File: src/rtl/entry_id_hash_index_defines.svh
// Assertion macros shared by the hash index modules.
// No dependencies.
`ifndef ENTRY_ID_HASH_INDEX_DEFINES_SVH
`define ENTRY_ID_HASH_INDEX_DEFINES_SVH
// Implication checked on each rising edge outside reset.
`define EIH_ASSERT_IMP(label, clk, rst, lhs, rhs) \
   label: assert property (@(posedge clk) disable iff (rst) (lhs) |-> (rhs)) \
      else $error("assertion failed");
// Next-cycle implication checked outside reset.
`define EIH_ASSERT_NEXT(label, clk, rst, lhs, rhs) \
   label: assert property (@(posedge clk) disable iff (rst) (lhs) |=> (rhs)) \
      else $error("assertion failed");
`endif

File: src/rtl/eih_pkg.sv
// Types and constants of the entry id hash index.
// No dependencies.
package eih_pkg;
   localparam logic [31:0] HASH_START = 32'd2166136261;
   localparam logic [31:0] HASH_PRIME = 32'd16777619;
   localparam logic OP_LOOKUP = 1'b0;
   localparam logic OP_INSERT = 1'b1;
   localparam logic [2:0] ST_HIT     = 3'd0;
   localparam logic [2:0] ST_MISS    = 3'd1;
   localparam logic [2:0] ST_NEW     = 3'd2;
   localparam logic [2:0] ST_UPDATED = 3'd3;
   localparam logic [2:0] ST_FULL    = 3'd4;

   typedef struct packed {
      logic        opcode;
      logic [31:0] key_package;
      logic [31:0] key_entry;
      logic [9:0]  store_value;
   } req_type;

   typedef struct packed {
      logic [2:0] status;
      logic [9:0] found_value;
   } rsp_type;

   // Item in the queue between hashing front and probing back.
   typedef struct packed {
      req_type     req;
      logic [31:0] hash;
   } job_type;
endpackage

File: src/rtl/eih_queue.sv
// Two-entry queue between the front and the back.
// Depends on eih_pkg and the assertion macros.
`include "entry_id_hash_index_defines.svh"
module eih_queue import eih_pkg::*; (
   input  logic    clock,
   input  logic    reset,
   input  logic    in_valid,
   output logic    in_ready,
   input  job_type in_data,
   output logic    out_valid,
   input  logic    out_ready,
   output job_type out_data
);
   job_type    mem_ff [2];
   logic       wp_ff, rp_ff;
   logic [1:0] cnt_ff;
   logic       push, pop;

   assign in_ready  = (cnt_ff != 2'd2);
   assign out_valid = (cnt_ff != 2'd0);
   assign out_data  = mem_ff[rp_ff];
   assign push = in_valid && in_ready;
   assign pop  = out_valid && out_ready;

   always_ff @(posedge clock) begin
      if (reset) begin
         wp_ff <= 1'b0;
         rp_ff <= 1'b0;
         cnt_ff <= 2'd0;
      end else begin
         if (push) wp_ff <= ~wp_ff;
         if (pop) rp_ff <= ~rp_ff;
         cnt_ff <= cnt_ff + {1'b0, push} - {1'b0, pop};
      end
      if (push) mem_ff[wp_ff] <= in_data;
   end

   `EIH_ASSERT_IMP(a_cnt_range, clock, reset, 1'b1, cnt_ff <= 2'd2)
   `EIH_ASSERT_NEXT(a_push_only, clock, reset, push && !pop, cnt_ff == $past(cnt_ff) + 2'd1)
   `EIH_ASSERT_IMP(a_ptr_match, clock, reset, cnt_ff == 2'd0 || cnt_ff == 2'd2, wp_ff == rp_ff)
endmodule

File: config.mk
export PLATFORM = sky130hd
export DESIGN_NAME = eih_queue
export DESIGN_NICKNAME = d
export VERILOG_FILES = /design/src/rtl/eih_pkg.sv /design/src/rtl/eih_queue.sv
export VERILOG_INCLUDE_DIRS = /design/src /design/src/rtl
export SDC_FILE = /design/constraint.sdc
export NUM_CORES = 1
export LEC_CHECK = 0
export BUFFER_PORTS_ARGS = -buffer_cell sky130_fd_sc_hd__buf_2
export CAP_MARGIN = 20
export CORE_MARGIN = 5
export CORE_UTILIZATION = 47
export CTS_CLUSTER_DIAMETER = 150
export DETAILED_ROUTE_END_ITERATION = 8
export GPL_ROUTABILITY_DRIVEN = 0
export PLACE_DENSITY_LB_ADDON = 0.08
export SYNTH_ARGS = -nofsm -noshare
export SYNTH_HDL_FRONTEND = slang
export SYNTH_SLANG_ARGS = --single-unit
export TNS_END_PERCENT = 20
File: constraint.sdc
create_clock -name clock -period 5.41 [get_ports clock]
set_input_delay 0.541 -clock clock [delete_from_list [all_inputs] [get_ports clock]]
set_output_delay 0.541 -clock clock [all_outputs]
set_load 0.02 [all_outputs]
# Word-level counts from Yosys, hierarchy flattened
# Memory sizes are Yosys's and may differ from the RTL's. A register that Yosys moved wholly into a read port is not among the register bits.
# Index checks and enable logic that the tools add are counted.
# word_totals
input_bits	111
ff_bits	4
n_memories	1
mem_bits_rw	214
out_inout_bits	109
word_cells	16
# op_classes
reduce_logical	3
n_mux	4
add_sub_neg	2
n_eq_ne	1
n_bitwise	2
# memory_table
memory	depth	word_bits	rd	rd_clocked_by_memory_dff	wr	line_no	text
mem_ff	2	107	1	1	1	eih_queue.sv:14	job_type mem_ff [2];
# op_table
op	n
$mux W1	4
$add A2 B1 Y2	1
$logic_and A1 B1 Y1	2
$ne A2 B2 Y1 const B	1
$not A1 Y1	2
$reduce_bool A2 Y1	1
$sub A2 B1 Y2	1

# Depth between registers and ports, before layout
# logic_depth
ltp_word	4
depth_mapped	8
depth_no_buf	8

# Worst setup path before layout
# Ideal clock, no wire load.
# synth_path
kind	reg2reg
startpoint	reg cnt_ff[0]
endpoint	mem mem_ff[0][0] (netlist bit), enable pin
path_buffers	0
slack_ns	-0.359
synth_period_minus_slack_ns	5.769
stages_incl_launch_ff	4
t_required_ns	4.836
t_arrival_ns	5.195
cell_sequence	dfxtp_1 nand2b_1 nand2_1 nor2_1
# synth_between
elab_chain_cells	4
# synth_lines
item	line_no	text
from (decl)	eih_queue.sv:16	logic [1:0] cnt_ff;
from (signal assigned)	eih_queue.sv:33	cnt_ff <= cnt_ff + {1'b0, push} - {1'b0, pop};
$ne A2 B2 Y1	eih_queue.sv:19	assign in_ready = (cnt_ff != 2'd2);
via in_ready	eih_queue.sv:8	output logic in_ready,
$logic_and A1 B1 Y1	eih_queue.sv:22	assign push = in_valid && in_ready;
$mux W1	eih_queue.sv:35	if (push) mem_ff[wp_ff] <= in_data;
$mux W1 (implied by the code)	eih_queue.sv:35	
to (decl)	eih_queue.sv:14	
# The timed path passes the listed nets, and every way through them passes these cells.

==> run_results.csv <==
group,metric,value,unit
setup_path,cp_max_fo,68,
setup_path,crit_path_end_kind,"output pin",
sta,setup_viol,0,
logic_synthesis,yosys.area.top_type,"sky130_fd_sc_hd__edfxtp_1",
sta,rsz0062_at_grt,"no",
floorplan,die_y_extent,141,µm
sta,report.final.hold_viol_count,0,
clocking,ctsRootBufferMaster,"sky130_fd_sc_hd__clkbuf_16",
route,drc_errors,0,
sta,clock_skews,0.0118,ns
setup_path,worstPathArrival,2.74,ns
grt,grt_pass1_vias,4452,
power,clock_power_share,29.2,%
setup_path,critical_path_required,4.87,ns
power,worst_ir_drop_vdd,0.000276,V
setup_path,critical_path.slowest_cell,"sky130_fd_sc_hd__dfxtp_4",
worst_hold_path,worst_hold_path_type,"input pin to flip-flop",
final_layout,fillers,1292,
status,run_status,"finished clean",
power,internal_power,3.50,mW
power,power.share.combinational,25.1,%
clocking,worstSkewPairLatency,0.49,ns
clocking,path_clk_slew,0.06,ns
sta,period_share,60.6,%
grt,grt_remaining_overflow,0,
clocking,cts_made_buffers,23,
sta,report.final.slew_viol_count,0,
placement,buffer_ports.inserted,219,
final_layout,instances_no_fill,831,
power,total_power,4.91,mW
floorplan,core_area,0.0167,mm²
route,drt-pass1-iter-count,4,
setup_path,worst_setup_path_start_kind,"flip-flop",
floorplan,core.rowCount,47,
floorplan,io-pin-count,220,
clocking,ctsHoldBuffers,0,
power,p_seq_share,45.7,%
clocking,tritoncts,"yes",
floorplan,die_area,0.0199,mm²
sta,worst_max_slew_margin_expressed_relative_to_the_limit,29.9,%
sta,fin_crit,3.28,ns
sta,timing.fmax,305,MHz
flow_run,max_cap_violations,0,
route,postRouteAntennaNets,0,
logic_synthesis,synthesis.yosys.warnings,0,
route,detailed_route_wl,15200,µm
clocking,clock_path_buffers,3,
grt,antenna_found_initial,3,
clocking,tritoncts_num_sinks,219,
final_layout,final_common_cell,"sky130_fd_sc_hd__buf_2",
power,p_switching,1.41,mW
logic_synthesis,synth.avg_cell_area,22.6,µm²
logic_synthesis,synthesis.instances,357,
final_layout,most-common-layout-cells,"sky130_fd_sc_hd__buf_2, sky130_fd_sc_hd__edfxtp_1, sky130_fd_sc_hd__mux2_2, sky130_fd_sc_hd__mux2_4, sky130_fd_sc_hd__clkbuf_16",
floorplan,initial_core_utilization,48.3,%
final_layout,final_layout_size_suffix_gt1_share,59.8,%
route,post_drt_via_cell_ratio,4.88,
power,total_leakage_power,3.84,nW
sta,worst_pin_slew,1.05,ns
logic_synthesis,yosysTopAreaCellShare,79.7,%
route,drt-initial-drc-count,191,
floorplan,die-width,141,µm
logic_synthesis,net_count_after_synthesis,470,
placement,post-place-cells,788,
power,switching_share,28.7,%
logic_synthesis,yosys-top-cells-area,"sky130_fd_sc_hd__edfxtp_1, sky130_fd_sc_hd__mux2_2, sky130_fd_sc_hd__mux2_4",
clocking,htree_num_levels,1,
sta,fin_tns_setup,0,ns
setup_path,cells_traversed_along_the_worst_timing_path,"buf_4, mux2_2, buf_2",
route,route.vias.total,4056,
power,power_density,486,mW/mm²
logic_synthesis,synth.yosys.seq_area_share,80.9,%
final_layout,fin_nets,706,
grt,groute.usage.overall,15.0,%
logic_synthesis,synth.cell_area,0.00806,mm²
grt,largest_net_degree_at_the_start_of_global_routing,73,
clocking,ctsResizeCount,0,
setup_path,path_class,"flip-flop to output pin",
clocking,post_cts_buffers,0,
final_layout,area_growth,25.4,%
logic_synthesis,count_of_distinct_cell_types_in_the_synthesized_netlist,17,
placement,detailedPlacementHpwl,10200,µm
grt,grt_first_pass_wirelength,23400,µm
logic_synthesis,ys_seq_elements,219,
route,route.detailed.wl_per_inst,18.3,µm
setup_path,critical_path.max_stage_delay,0.95,ns
[critical path: cells and delay by family, from the launching register on]
family                 cells  cell delay [ns]
flip-flops                 1             0.95
buffers and inverters      2             0.87
multiplexers               1             0.41
[state kept, by name (all words and copies together), names as in the netlist, named ones only]
register,cells
cnt_ff,2
rp_ff,1
wp_ff,1
mem_ff,214
[cell families after synthesis]
| group | synth area share (%) |
|---|---|
| AOI/OAI and AO/OA | 0.0931 |
| adders and majority gates | 0.310 |
| muxes | 16.5 |
| DFF | 80.9 |
| xor gates and xnor gates | 0.326 |
| buffers and inverters | 1.18 |
| and+or+nand+nor | 0.667 |
[power groups by stage]
stage                     clock, mW  sequential [mW]  combinational [mW]
after floorplan                   0             2.22               0.930
after global placement            0             2.28                1.24
after detailed placement          0             2.29                1.26
after CTS                      1.47             2.25                1.26
after global routing           1.56             2.27                1.33
final                          1.43             2.25                1.24
[layout make-up]
class	instances	area, µm²	share of cell area, %
Timing Repair Buffer	223	1150	11.4
Inverter	1	3.75	0.0371
Clock inverter	11	77.6	0.767
Clock buffer	31	616	6.09
Sequential cell	219	6530	64.6
Tap cell	220	275	2.72
Multi-Input combinational cell	125	1450	14.4
Antenna cell	1	2.50	0.0248
[per-stage QoR]
step / setup WS [ns] / cell area (µm²) / hold slack [ns] / utilization (%)
2_1_floorplan: 1.44 / 8070 / 0.481 / -
3_3_place_gp: 2.59 / 9390 / 0.491 / 56.2
3_5_place_dp: 2.54 / 9410 / 0.508 / 56.4
4_1_cts: 2.02 / 10100 / 0.210 / 60.5
6_report: 2.13 / 10100 / 0.229 / 60.5
5_1_grt: 1.92 / 10100 / 0.206 / 60.5
[synthesized netlist by cell type]
library cell               instances
sky130_fd_sc_hd__and3_1            1
sky130_fd_sc_hd__buf_2             7
sky130_fd_sc_hd__buf_6             5
sky130_fd_sc_hd__dfxtp_1           5
sky130_fd_sc_hd__edfxtp_1        214
sky130_fd_sc_hd__ha_1              2
sky130_fd_sc_hd__inv_1             1
sky130_fd_sc_hd__mux2_2           78
sky130_fd_sc_hd__mux2_4           30
sky130_fd_sc_hd__nand2_1           1
sky130_fd_sc_hd__nand2b_1          1
sky130_fd_sc_hd__nor2_1            5
sky130_fd_sc_hd__nor2b_1           2
sky130_fd_sc_hd__o21a_1            1
sky130_fd_sc_hd__or2_2             1
sky130_fd_sc_hd__xnor2_1           2
sky130_fd_sc_hd__xor2_1            1
[worst paths after layout]
kind                                      end        start  cells after the start  slack (ns)
worst max register to register  mem_ff[1][24]    cnt_ff[0]                      3        3.07
worst max-delay path              out_data[1]    flip-flop                      3        2.13
worst min-delay path            mem_ff[0][36]  in_data[36]                      1        0.23
worst min register to register      flip-flop        rp_ff                      2        0.52
[routing by layer]
metal | global-route usage, % | share of wire (%) | vias to the layer above
li1 | - | - | 1896
met2 | 25.5 | 50 | 148
met1 | 17.8 | 38 | 1977
met4 | 4.69 | 2.3 | 4
met5 | 0 | 0.16 | -
met3 | 5.49 | 9.6 | 31
Note: power is estimated with default switching activity, not from simulation.
