**src/rtl/entry_id_hash_index_defines.svh**
```systemverilog
// Assertion macros shared by the hash index modules.
// No dependencies.
`ifndef ENTRY_ID_HASH_INDEX_DEFINES_SVH
`define ENTRY_ID_HASH_INDEX_DEFINES_SVH
// Implication checked on each rising edge outside reset.
`define EIH_ASSERT_IMP(label, clk, rst, lhs, rhs) \
   label: assert property (@(posedge clk) disable iff (rst) (lhs) |-> (rhs)) \
      else $error("assertion failed");
// Next-cycle implication checked outside reset.
`define EIH_ASSERT_NEXT(label, clk, rst, lhs, rhs) \
   label: assert property (@(posedge clk) disable iff (rst) (lhs) |=> (rhs)) \
      else $error("assertion failed");
`endif

```
**src/rtl/eih_pkg.sv**
```systemverilog
// Types and constants of the entry id hash index.
// No dependencies.
package eih_pkg;
   localparam logic [31:0] HASH_START = 32'd2166136261;
   localparam logic [31:0] HASH_PRIME = 32'd16777619;
   localparam logic OP_LOOKUP = 1'b0;
   localparam logic OP_INSERT = 1'b1;
   localparam logic [2:0] ST_HIT     = 3'd0;
   localparam logic [2:0] ST_MISS    = 3'd1;
   localparam logic [2:0] ST_NEW     = 3'd2;
   localparam logic [2:0] ST_UPDATED = 3'd3;
   localparam logic [2:0] ST_FULL    = 3'd4;

   typedef struct packed {
      logic        opcode;
      logic [31:0] key_package;
      logic [31:0] key_entry;
      logic [9:0]  store_value;
   } req_type;

   typedef struct packed {
      logic [2:0] status;
      logic [9:0] found_value;
   } rsp_type;

   // Item in the queue between hashing front and probing back.
   typedef struct packed {
      req_type     req;
      logic [31:0] hash;
   } job_type;
endpackage

```
**src/rtl/eih_front.sv**
```systemverilog
// Front part: accepts requests and computes the FNV-1a style hash.
// Depends on eih_pkg.
module eih_front import eih_pkg::*; (
   input  logic    clock,
   input  logic    reset,
   input  logic    req_valid,
   output logic    req_ready,
   input  req_type req_data,
   output logic    job_valid,
   input  logic    job_ready,
   output job_type job_data
);
   // Steps: 0 idle, 1 first multiply, 2 second multiply, 3 holding result.
   localparam logic [1:0] F_IDLE = 2'd0, F_MUL1 = 2'd1, F_MUL2 = 2'd2, F_DONE = 2'd3;
   logic [1:0]  state_ff, state_in;
   req_type     req_ff, req_in;
   logic [31:0] hash_ff, hash_in;

   assign req_ready = (state_ff == F_IDLE);
   assign job_valid = (state_ff == F_DONE);
   assign job_data  = '{req: req_ff, hash: hash_ff};

   always_comb begin
      state_in = state_ff;
      req_in   = req_ff;
      hash_in  = hash_ff;
      case (state_ff)
         F_IDLE: begin
            if (req_valid) begin
               req_in   = req_data;
               state_in = F_MUL1;
            end
         end
         F_MUL1: begin
            hash_in  = (HASH_START ^ req_ff.key_package) * HASH_PRIME;
            state_in = F_MUL2;
         end
         F_MUL2: begin
            hash_in  = (hash_ff ^ req_ff.key_entry) * HASH_PRIME;
            state_in = F_DONE;
         end
         F_DONE: begin
            if (job_ready) state_in = F_IDLE;
         end
         default: state_in = F_IDLE;
      endcase
   end

   always_ff @(posedge clock) begin
      if (reset) state_ff <= F_IDLE;
      else state_ff <= state_in;
      req_ff  <= req_in;
      hash_ff <= hash_in;
   end
endmodule

```
**config.mk**
```make
export PLATFORM = sky130hd
export DESIGN_NAME = eih_front
export DESIGN_NICKNAME = d
export VERILOG_FILES = /design/src/rtl/entry_id_hash_index_defines.svh /design/src/rtl/eih_pkg.sv /design/src/rtl/eih_front.sv
export SDC_FILE = /design/constraint.sdc
export NUM_CORES = 1
export LEC_CHECK = 0
export ABC_AREA = 1
export BUFFER_PORTS_ARGS = -buffer_cell sky130_fd_sc_hd__buf_2
export CAP_MARGIN = 10
export CORE_ASPECT_RATIO = 0.5
export CORE_MARGIN = 5
export CORE_UTILIZATION = 56
export CTS_CLUSTER_DIAMETER = 100
export DETAILED_ROUTE_END_ITERATION = 7
export PLACE_DENSITY = 0.8
export SKIP_LAST_GASP = 1
export SYNTH_ARGS = -nofsm -noshare
export SYNTH_HDL_FRONTEND = slang
export SYNTH_SLANG_ARGS = --single-unit
```
**constraint.sdc**
```tcl
create_clock -name clock -period 4.9 [get_ports clock]
set_input_delay 0.49 -clock clock [delete_from_list [all_inputs] [get_ports clock]]
set_output_delay 0.49 -clock clock [all_outputs]
set_load 0.03 [all_outputs]
```
# == Yosys cells after proc, flatten, opt, wreduce, memory -nomap -nowiden ==
# Cells that the tools add are included.
# Widths: inputs -> output; s select.
# word_totals
regBits,109
input_bits,79
# op_classes
multipliers,2
n_eq_ne,5
n_mux,4
n_bitwise,2
n_reduce_logical,4
# op_table
cell,n
$mul 32x25->32 const B,2
$pmux 32 s2,1
$xor 32x32->32,1
$not 14->14,1
$pmux 2 s4,1
$eq 2x2->1 const B,2
$mux 2,2
$reduce_and 2->1,2
$eq 2x1->1 const B,1
$logic_not 2->1,1
$ne 2x1->1 const B,1
$ne 2x2->1 const B,1
$reduce_bool 2->1,1

# == Depth between registers and ports, before layout ==
# Gate-level depths: netlist of the first run.
# logic_depth
depth_word,3
mapped_depth,28
ltp_nobuf,28

# == Worst setup path before layout of the first run ==
# Ideal clock, no wire load.
# synth_path
kind,register to register
start,register req_ff (netlist bit job_data[59])
end,register hash_ff[27] (data pin)
setup_ps,260
arrival_ps,4879
slack_ps,-239
path_stages_with_launch,22
path_buffers,0
period_less_slack_ps,5139
path_cell_list,edfxtp_1 -> xnor2_1 -> inv_1 -> ha_1 -> ha_1 -> inv_1 -> fa_1 -> inv_1 -> ha_1 -> fa_1 -> fa_1 -> inv_1 -> fa_1 -> inv_1 -> ha_1 -> nand2_1 -> nor4_1 -> nand3_1 -> nand3_1 -> nand2_1 -> nand3_1 -> o21ai_0
# synth_between
elab_chain_len,3
# synth_lines
item,line,rtl
start: declaration,eih_front.sv:16,"req_type req_ff, req_in;"
start signal: assignment,eih_front.sv:52,req_ff <= req_in;
$xor 32x32->32,eih_front.sv:39,hash_in = (hash_ff ^ req_ff.key_entry) * HASH_PRIME;
$mul 32x25->32,eih_front.sv:39,
$pmux 32 s2,eih_front.sv:27,case (state_ff)
named net hash_in[27],eih_front.sv:17,"logic [31:0] hash_ff, hash_in;"
end signal: assignment,eih_front.sv:53,hash_ff <= hash_in;
end: declaration,eih_front.sv:17,
# The timed path passes the listed nets, and every way through them passes these cells.
# A chain may end at the register's enable or synchronous reset.

# == Worst setup path in the final report of the first run ==
# layout_path
start,register hash_ff[19]
end,register hash_ff[31] (data pin)
# layout_between
elab_chain_len,3
# layout_lines
item,line
$xor 32x32->32,eih_front.sv:39
$mul 32x25->32,eih_front.sv:39
$pmux 32 s2,eih_front.sv:27
named net hash_in[31],eih_front.sv:17
# The timed path passes the listed nets, and every way through them passes these cells.

==> summary.txt, run 1 <==
Outcome
  – Status: finished, violations left
  – Failing checks: setup timing

Synth
  – Net count after synthesis: 2452
  – Synth Cell Area: 0.01631 mm²
  – Gate Count Post-Synth: 1864
  – Seq cells post-synth: 109
  – Avg Inst Size Synth: 8.749 µm²
  – YS warnings: 0
  – Seq/Total Area, Yosys: 19.95%
  – Post-synthesis cell type count: 41

Timing
  – Highest clock rate: 190.5 MHz
  – Least-Margin Pin Slew: 0.9196 ns
  – Final hold viol count: 0
  – Post-Route Hold Slack: 0.2630 ns
  – Fin crit period: 5.250 ns
  – RSZ-0062 raised after global routing: true
  – Final WS setup: -0.3501 ns
  – Sum Neg Setup Slack: -2.267 ns
  – Skew final: 0.01406 ns
  – Final cycle utilization of the critical path: 107.1%
  – Final setup viols: 16
  – Final number of max-transition violations: 0
  – Worst slew margin: 38.69%

Detailed routing
  – Routed vias/inst: 5.505
  – Vias: 15090
  – # DRC: 0
  – Starting DRC count in detailed routing: 1433
  – Drt wl/cell: 20.36 µm
  – Final ANT Viol Nets: 0
  – Final WL: 55.81 mm
  – DR pass1 iterations: 6

Clocking
  – CTS Sinks: 109
  – Num CTS Buffers: 9
  – Clk root buf: clkbuf_16
  – Clock Latency Late Sink: 0.40 ns
  – Max clock buf depth: 2
  – CTS clk-pin slew, worst paths: 0.09 ns
  – Max H-tree Level: 3
  – CTS tree: yes
  – Cts hold-fix bufs: 0

Placed design
  – Detail Placement HPWL: 40.28 mm
  – IO buf count: 187
  – Final Wtd Congestion: 0.9481

Setup path
  – Register-to-Register Path Depth: 25
  – Worst EP arrival: 5.41 ns
  – Crit end category: flop
  – CP peak stage delay: 0.53 ns
  – Terminus of the critical flop-to-flop path: hash_ff[31]$_DFFE_PP_
  – Top delay family on crit path: adder cells
  – CP Buf/Inv Count: 6
  – CP most frequent cell: nand2_1
  – CP startpoint kind: flop
  – Worst EP required: 5.06 ns
  – FF-to-FF Start: hash_ff[19]$_DFFE_PP_
  – Critical path class: flop to flop
  – R2R Setup Slk: -0.35 ns
  – CP Max Fanout: 4
  – Slowest stage cell, crit path: edfxtp_1

Global route
  – Vias in the first global route: 14870
  – Total GRT Usage: 30.06%
  – Initial antenna violation count: 0
  – Largest net degree at the start of global routing: 45
  – Global-route wire length before repair: 76.85 mm
  – GRT overflow: 0

Floorplan
  – Starting Density: 56.53%
  – Die width: 251.3 µm
  – Site Rows: 44
  – Core area: 0.02885 mm²
  – Die area: 0.03284 mm²
  – Die Y-Extent: 130.7 µm
  – Boundary Pins: 188

Hold path
  – Hold path depth: 1
  – Hold Path Class: input pin to flop
  – Worst Hold Launch: req_data[25]
  – Hold Path End: job_data[57]$_DFFE_PP_

Layout
  – # nets final: 2933
  – Most frequent cells in the layout: 408 x inv_1, 280 x buf_4, 268 x ha_1
  – Number of diodes: 0
  – Layout cell share with drive strength beyond 1: 35.45%
  – Area Growth Syn to Fin: 35.76%
  – Commonest non-fill, non-tap cell in the layout: inv_1

Job
  – MaxCap Viol Count: 0
-- timing repair --
action	in CTS	in global routing
gates resized for setup	142	266
buffers inserted	21	35
pin swaps	88	128
setup endpoints to repair	18	22
-- kinds of logic (layout without fill, tap and decap cells) --
group                      count (synthesis)  after routing  share of synthesized area (%)
xor gates and xnor gates                  58             58                          3.115
DFF                                      109            109                          19.95
buffers and inverters                    470            956                          10.86
adders and majority gates                509            509                          45.86
AOI/OAI and AO/OA                        191            191                          6.744
and+or+nand+nor                          527            527                          13.46
-- state kept, by name, summed over array words and instances (netlist names) --
name / cells
job_data: 75
state_ff: 2
hash_ff: 32
-- worst max path at each step --
stage,start,endpoint,cells past startpoint
2_1_floorplan,hash_ff[16]$_DFFE_PP_,hash_ff[26]$_DFFE_PP_,23
3_3_place_gp,hash_ff[19]$_DFFE_PP_,hash_ff[28]$_DFFE_PP_,23
5_1_grt,hash_ff[19]$_DFFE_PP_,hash_ff[31]$_DFFE_PP_,26
3_5_place_dp,hash_ff[19]$_DFFE_PP_,hash_ff[28]$_DFFE_PP_,23
6_report,hash_ff[19]$_DFFE_PP_,hash_ff[31]$_DFFE_PP_,25
4_1_cts,hash_ff[20]$_DFFE_PP_,hash_ff[31]$_DFFE_PP_,27
-- synth_stat cells --
master,count,area share (%)
nand4_1,19,0.73
a21oi_1,77,2.4
a21oi_2,2,0.11
fa_1,148,18
a31oi_1,2,0.077
o211ai_1,1,0.046
edfxtp_1,107,20
a21o_1,9,0.41
dfxtp_1,2,0.25
a21o_4,1,0.092
nor3_2,1,0.061
buf_2,3,0.092
nor3_1,13,0.40
o21ai_0,65,2.0
and2_0,1,0.038
o21bai_4,1,0.12
o211ai_2,1,0.077
xnor2_1,26,1.4
nand3_1,76,2.3
nand2_2,5,0.19
o21a_1,3,0.14
inv_1,460,11
a211oi_1,2,0.092
ha_1,361,28
and2_1,1,0.038
clkbuf_1,4,0.092
nand2_4,1,0.069
o21bai_1,15,0.69
or2_1,1,0.038
o22ai_1,2,0.077
nand3b_1,4,0.18
xor2_1,32,1.7
nor2_2,2,0.077
o21ai_1,2,0.061
buf_4,1,0.046
nor2_1,133,3.1
a21boi_0,4,0.18
inv_2,2,0.046
nor4_1,2,0.077
o21ai_2,4,0.21
nand2_1,268,6.2
-- layer usage --
| metal | track usage [%] | vias up | wire [µm] |
|---|---|---|---|
| met5 | 0 | - | 0 |
| met4 | 10.04 | 0 | 2675 |
| met3 | 5.973 | 205 | 4159 |
| met2 | 51.72 | 723 | 26970 |
| met1 | 38.79 | 7236 | 22000 |
| li1 | - | 6926 | - |
-- per-stage QoR --
stage,instances,setup WS [ns],utilization (%),cell area [µm²]
floorplan,1864,0.003440,-,16420
global placement,2671,-0.3313,67.91,19590
detailed placement,2671,-0.3976,67.91,19590
CTS,2708,-0.1910,71.80,20710
global route,2741,-0.5572,76.75,22140
finish,2741,-0.3501,76.75,22140
-- worst register-to-register path: cells and delay by family, from the launching register on --
family	cells	cell delay, ns
adders and majority gates	8	3.04
and+or+nand+nor	8	0.56
DFF	1	0.53
buffers and inverters	6	0.41
xor gates and xnor gates	1	0.26
AOI/OAI and AO/OA	2	0.23
-- layout make-up --
| cell class | instances | area, µm² |
|---|---|---|
| Timing Repair Buffer | 478 | 3166 |
| Tap cell | 391 | 489.2 |
| Clock buffer | 10 | 229.0 |
| Sequential cell | 109 | 3253 |
| Inverter | 462 | 1750 |
| Fill cell | 1785 | 6708 |
| Clock inverter | 6 | 65.06 |
| Multi-Input combinational cell | 1285 | 13190 |
Power of run 1 is not shown: default switching activity piles up to over one toggle a cycle in this logic, so the estimate is an artifact.
==> run 2: changes to the inputs <==
--- a/config.mk
+++ b/config.mk
@@ -13,6 +13,7 @@
 export CORE_UTILIZATION = 56
 export CTS_CLUSTER_DIAMETER = 100
 export DETAILED_ROUTE_END_ITERATION = 7
+export GPL_TIMING_DRIVEN = 0
 export PLACE_DENSITY = 0.8
 export SKIP_LAST_GASP = 1
 export SYNTH_ARGS = -nofsm -noshare
==> run 2 against run 1 <==
The flow still finishes with violations (setup timing). Wire length shrank 16%. Core utilization shrank 6.1 points. Non-clock buffer count shrank 186. Final cell count shrank 6.8%. Critical path depth shrank 2. Count of clock-buffer cells in the layout shrank 1. Maximum frequency grew 1.5%. Sequential cell count is the same. Critical path type unchanged. Critical endpoint is now hash_ff[29]$_DFFE_PP_.
==> summary.txt, run 2 (synthesized netlist as in run 1, its figures left out) <==
Timing
  – Final WS setup: -0.2748 ns (+0.07536 ns)
  – Least-Margin Pin Slew: 0.9296 ns (+0.01000 ns)
  – RSZ-0062 raised after global routing: true
  – Highest clock rate: 193.2 MHz (+1.5%)
  – Final cycle utilization of the critical path: 105.6% (-1.5 points)
  – Skew final: 0.02164 ns (+0.007575 ns)
  – Final hold viol count: 0 (unchanged)
  – Final number of max-transition violations: 0 (unchanged)
  – Worst slew margin: 38.03% (-0.67 points)
  – Final setup viols: 17 (+1)
  – Fin crit period: 5.175 ns (-0.07536 ns)

Detailed routing
  – Drt wl/cell: 18.39 µm (-9.7%)
  – Vias: 13750 (-8.9%)
  – Routed vias/inst: 5.380 (-2.3%)
  – Final ANT Viol Nets: 0 (unchanged)
  – # DRC: 0 (unchanged)
  – DR WL met3: 3.187 mm (-23%)
  – Starting DRC count in detailed routing: 903 (-37%)
  – Final WL: 46.98 mm (-16%)
  – M1 wire length: 19.89 mm (-9.6%)
  – DR pass1 iterations: 6 (unchanged)
  – Met2 WL: 22.03 mm (-18%)
  – Top Layer Used: met4

Layout
  – Design area: 0.02038 mm² (-8.0%)
  – Largest register FFs: 75 (unchanged)
  – Fill cell count: 2076 (+16%)
  – Area Growth Syn to Fin: 24.95%
  – Post-layout util: 70.64% (-6.1 points)
  – # nets final: 2747 (-6.3%)
  – Multi-input gate area: 0.01283 mm² (-2.7%)
  – Commonest non-fill, non-tap cell in the layout: inv_1
  – Layout cell share with drive strength beyond 1: 27.22% (-8.2 points)
  – Most frequent cells in the layout: 411 x inv_1, 296 x ha_1, 234 x nand2_1
  – Number of diodes: 0 (unchanged)
  – Reg area: 0.003253 mm² (unchanged)

Floorplan
  – Die Y-Extent: 130.7 µm (unchanged)
  – Die width: 251.3 µm (unchanged)
  – Core area: 0.02885 mm² (unchanged)
  – Boundary Pins: 188 (unchanged)
  – Site Rows: 44 (unchanged)
  – Starting Density: 56.53% (unchanged)
  – Die area: 0.03284 mm² (unchanged)

Setup path
  – Worst EP arrival: 5.32 ns (-0.09 ns)
  – Critical path class: flop to flop
  – Worst EP required: 5.05 ns (about the same)
  – R2R Setup Slk: -0.27 ns (+0.08 ns)
  – CP Buf/Inv Count: 5 (-1)
  – CP startpoint kind: flop
  – Critical path cell sequence: xnor2_2, inv_2, ha_4, ha_4, inv_2, fa_1, inv_1, ha_2, fa_1, fa_1, inv_1, fa_1, inv_2, ha_4, nand2_8, nor2_4, nand2_2, nor3_2, nand2_1, nand3_1, nand2_1, nand3_2, nand2_1
  – Crit end category: flop
  – Top delay family on crit path: adder cells
  – CP Max Fanout: 5 (+1)
  – CP peak stage delay: 0.55 ns (+0.02 ns)
  – Slowest stage cell, crit path: fa_1
  – CP most frequent cell: fa_1

Clocking
  – Clk root buf: clkbuf_16
  – Num CTS Buffers: 9 (unchanged)
  – Cts hold-fix bufs: 0 (unchanged)
  – Max clock buf depth: 2 (unchanged)
  – CTS tree: yes
  – CTS clk-pin slew, worst paths: 0.10 ns (about the same)
  – CTS Sinks: 109 (unchanged)
  – Max H-tree Level: 3 (unchanged)
  – Clock Latency Late Sink: 0.40 ns (about the same)

Job
  – MaxCap Viol Count: 0 (unchanged)

Global route
  – Vias in the first global route: 13840 (-7.0%)
  – Total GRT Usage: 27.71% (-2.3 points)
  – Global-route wire length before repair: 71.26 mm (-7.3%)
  – Initial antenna violation count: 2 (+2)
  – GRT overflow: 0 (unchanged)
  – Largest net degree at the start of global routing: 51 (+13%)

Outcome
  – Status: finished, violations left
  – Failing checks: setup timing

Hold path
  – Hold Path Class: input pin to flop

Placed design
  – Dpl ws: -1.176 ns (-0.7779 ns)
  – IO buf count: 187 (unchanged)
  – Detail Placement HPWL: 36.04 mm (-11%)
  – Placed cell areas: 0.01788 mm² (-8.7%)
  – Final Wtd Congestion: 0.9580 (+1.0%)
[run 2: changes by cell type in the layout (fill, tap and decap cells not counted), moves of 5 or more]
cell / change
nand3_1: +7
xnor2_1: -6
ha_1: +28
nor2_2: -12
xor2_4: +5
buf_4: -190
ha_4: -29
nor2_1: +14
nand3_2: -7
a21oi_2: -5
[run 2: timing repair]
item | 4_1_cts | 5_1_grt
resized for setup | 223 | 128
pin swaps | 82 | 81
endpoints found under the setup margin | 22 | 21
buffers inserted | 55 | 41
cloned | 0 | 0
[run 2: worst reg2reg max path: cells and delay by family (launching register included)]
kind	cells	cell delay, ns
adder cells (fa/ha/maj)	8	3.02
AND/OR/NAND/NOR	9	0.81
flip-flops	1	0.50
XOR/XNOR	1	0.33
buffers and inverters	5	0.29
[run 2: per-layer routing]
layer,up-vias,track usage [%]
li1,6570,-
met1,6594,37.04
met2,459,47.44
met3,124,4.292
met4,0,8.464
met5,-,0
[run 2: per-stage QoR]
stage	hold slack, ns	setup TNS, ns	cells
2_1_floorplan	0.4755	0	1864
6_report	0.2581	-2.860	2555
4_1_cts	0.2479	-1.455	2514
3_3_place_gp	0.4951	-16.96	2442
5_1_grt	0.2500	-5.650	2555
3_5_place_dp	0.5081	-16.84	2443
[run 2: final timing paths]
kind                             from                       end  cells after the start
max reg2reg     hash_ff[17]$_DFFE_PP_     hash_ff[29]$_DFFE_PP_                     23
min                      req_data[51]    job_data[83]$_DFFE_PP_                      1
max             hash_ff[17]$_DFFE_PP_     hash_ff[29]$_DFFE_PP_                     23
min reg2reg  state_ff[1]$_SDFFE_PP0P_  state_ff[1]$_SDFFE_PP0P_                      2
[run 2: final cells by class]
cell class | instances | area share (%)
plain buffers | 8 | 0.1842
clock buffers | 9 | 1.105
clock inverters | 7 | 0.4175
inverters | 462 | 8.584
multi-input cells | 1285 | 62.95
flip-flops and latches | 109 | 15.96
well taps | 391 | 2.401
repair buffers | 284 | 8.394
Power of run 2 is left out for the same reason.
==> run 3: changes to the inputs <==
--- a/config.mk
+++ b/config.mk
@@ -10,11 +10,12 @@
 export CAP_MARGIN = 10
 export CORE_ASPECT_RATIO = 0.5
 export CORE_MARGIN = 5
-export CORE_UTILIZATION = 56
+export CORE_UTILIZATION = 61
 export CTS_CLUSTER_DIAMETER = 100
 export DETAILED_ROUTE_END_ITERATION = 7
 export GPL_TIMING_DRIVEN = 0
-export PLACE_DENSITY = 0.8
+export PLACE_DENSITY = 0.83
+export REMOVE_ABC_BUFFERS = 1
 export SKIP_LAST_GASP = 1
 export SYNTH_ARGS = -nofsm -noshare
 export SYNTH_HDL_FRONTEND = slang
==> constraint.sdc (replaced) <==
create_clock -name clock -period 5 [get_ports clock]
set_input_delay 0.5 -clock clock [delete_from_list [all_inputs] [get_ports clock]]
set_output_delay 0.5 -clock clock [all_outputs]
set_load 0.03 [all_outputs]
==> run 3 against run 2 <==
The flow still finishes with violations (setup timing). Die area down 7.7%. Worst hold slack better by 0.0034 ns. First-iteration DRC count up 52%. Maximum frequency down 1.8%. Core utilization up 5.2 points. Via count up 3.6%. Sequential share of layout area up 0.30 points. Clock skew about the same. Critical path type unchanged. Global-route usage up 2.6 points.
==> summary.txt, run 3 (synthesized netlist as in run 1, its figures left out) <==
Outcome
  – Status: finished, violations left
  – Failing checks: setup timing

Layout
  – Number of diodes: 0 (unchanged)
  – Commonest non-fill, non-tap cell in the layout: inv_1
  – Most frequent cells in the layout: 421 x inv_1, 313 x ha_1, 243 x nand2_1
  – Fill cell count: 1669 (-20%)
  – Reg area: 0.003253 mm² (unchanged)
  – Multi-input gate area: 0.01267 mm² (-1.2%)
  – Layout cell share with drive strength beyond 1: 24.53% (-2.7 points)
  – # nets final: 2715 (-1.2%)
  – Post-Layout Cell Count: 2484 (-2.8%)
  – Area Growth Syn to Fin: 22.67%
  – Largest register FFs: 75 (unchanged)

Timing
  – Final setup viols: 18 (+1)
  – Final cycle utilization of the critical path: 105.4% (-0.20 points)
  – Fin crit period: 5.271 ns (+0.09581 ns)
  – Final hold viol count: 0 (unchanged)
  – Sum Neg Setup Slack: -3.227 ns (-0.3666 ns)
  – Worst slew margin: 49.14% (+11 points)
  – Skew final: 0.02152 ns (-0.0001138 ns)
  – Final number of max-transition violations: 0 (unchanged)
  – Highest clock rate: 189.7 MHz (-1.8%)
  – RSZ-0062 raised after global routing: true
  – Least-Margin Pin Slew: 0.7621 ns (-0.1675 ns)
  – Final WS setup: -0.2706 ns (+0.004185 ns)

Clocking
  – CTS tree: yes
  – Max clock buf depth: 2 (unchanged)
  – Clk root buf: clkbuf_16
  – CTS clk-pin slew, worst paths: 0.10 ns (about the same)
  – CTS Sinks: 109 (unchanged)
  – Clock Latency Late Sink: 0.40 ns (about the same)
  – Max H-tree Level: 3 (unchanged)
  – Num CTS Buffers: 9 (unchanged)

Setup path
  – Critical path cell sequence: xnor2_4, clkinvlp_4, ha_4, ha_4, fa_1, ha_2, fa_1, ha_4, inv_2, fa_1, inv_2, ha_4, nand2_4, nor2_2, inv_2, nor3_4, a21oi_2, nor2_1, nor2_2, nor2_2
  – Slowest stage cell, crit path: fa_1
  – Critical path class: flop to flop
  – Worst EP arrival: 5.47 ns (+0.15 ns)
  – Worst EP required: 5.20 ns (+0.15 ns)
  – CP startpoint kind: flop
  – CP peak stage delay: 0.50 ns (-0.05 ns)
  – CP Max Fanout: 5 (unchanged)
  – Crit end category: flop
  – CP most frequent cell: ha_4

Job
  – MaxCap Viol Count: 0 (unchanged)

Floorplan
  – Core area: 0.02638 mm² (-8.6%)
  – Die area: 0.03030 mm² (-7.7%)
  – Die Y-Extent: 125.6 µm (-3.9%)
  – Starting Density: 61.82% (+5.3 points)
  – Die width: 241.2 µm (-4.0%)
  – Site Rows: 42 (-4.5%)
  – Boundary Pins: 188 (unchanged)

Detailed routing
  – DR pass1 iterations: 6 (unchanged)
  – Starting DRC count in detailed routing: 1377 (+52%)
  – # DRC: 0 (unchanged)
  – Drt wl/cell: 20.01 µm (+8.8%)
  – Routed vias/inst: 5.735 (+6.6%)
  – Final WL: 49.70 mm (+5.8%)
  – Final ANT Viol Nets: 0 (unchanged)
  – Vias: 14250 (+3.6%)

Global route
  – Global-route wire length before repair: 72.26 mm (+1.4%)
  – GRT overflow: 0 (unchanged)
  – Total GRT Usage: 30.34% (+2.6 points)
  – Largest net degree at the start of global routing: 50 (-2.0%)
  – Vias in the first global route: 14010 (+1.3%)
  – Initial antenna violation count: 1 (-1)

Placed design
  – Final Wtd Congestion: 0.9478 (-1.1%)
  – DP Cell Count: 2398 (-1.8%)
  – Detail Placement HPWL: 35.01 mm (-2.9%)
  – IO buf count: 187 (unchanged)

Hold path
  – Hold Path Class: input pin to flop
run 3: cell count changes in the layout (fill, tap and decap cells not counted), sizes merged:
cell	previous run	this run
clkinvlp	3	2
clkbuf	13	9
buf	288	260
inv	463	466
clkinv	3	1
run 3: layer usage:
metal  up-vias  track usage (%)  part of all wire [%]
met2       697            50.57                    47
met4         2            9.115                   5.1
met3       189            4.937                   7.7
met1      6866            41.18                    40
li1       6491                -                     -
met5         -                0                 0.028
run 3: stage by stage:
stage	worst slack (ns)	utilization, %	area, µm²	hold slack, ns
floorplan	-0.1606	-	16270	0.4755
global placement	-1.068	66.89	17650	0.4971
detailed placement	-1.116	67.20	17730	0.5272
CTS	-0.1102	72.82	19210	0.2424
global route	-0.3821	75.83	20010	0.2549
finish	-0.2706	75.83	20010	0.2615
run 3: critical path: cells and delay by family (launching register included):
kind	cells	cell delay, ns
AO/OA/AOI/OAI	1	0.09
adder cells (fa/ha/maj)	8	2.86
buffers and inverters	4	0.48
flip-flops	1	0.48
XOR/XNOR	1	0.33
AND/OR/NAND/NOR	6	0.83
run 3: final cells by class:
type	instances	share of cell area [%]
tap	352	2.202
multi-input combinational	1285	63.33
clock buffer	9	1.126
timing repair buffer	260	7.843
inverter	462	8.781
sequential	109	16.26
clock inverter	7	0.4566
run 3: worst paths after layout:
path	end	slack [ns]	cells after the start	from
hold / removal	job_data[83]$_DFFE_PP_	0.26	1	req_data[51]
setup / recovery	hash_ff[16]$_DFFE_PP_	-0.27	20	job_data[49]$_DFFE_PP_
hold reg to reg	state_ff[1]$_SDFFE_PP0P_	0.54	2	state_ff[1]$_SDFFE_PP0P_
setup reg to reg	hash_ff[16]$_DFFE_PP_	-0.27	20	job_data[49]$_DFFE_PP_
run 3: timing repair:
| action | 4_1_cts | 5_1_grt |
|---|---|---|
| setup endpoints to repair | 21 | 20 |
| pin swaps | 67 | 65 |
| endpoints found under the hold margin | 0 | 0 |
| gates resized for setup | 191 | 130 |
| buffers inserted | 42 | 28 |
| hold buffers | 0 | 0 |
Power of run 3 is left out for the same reason.
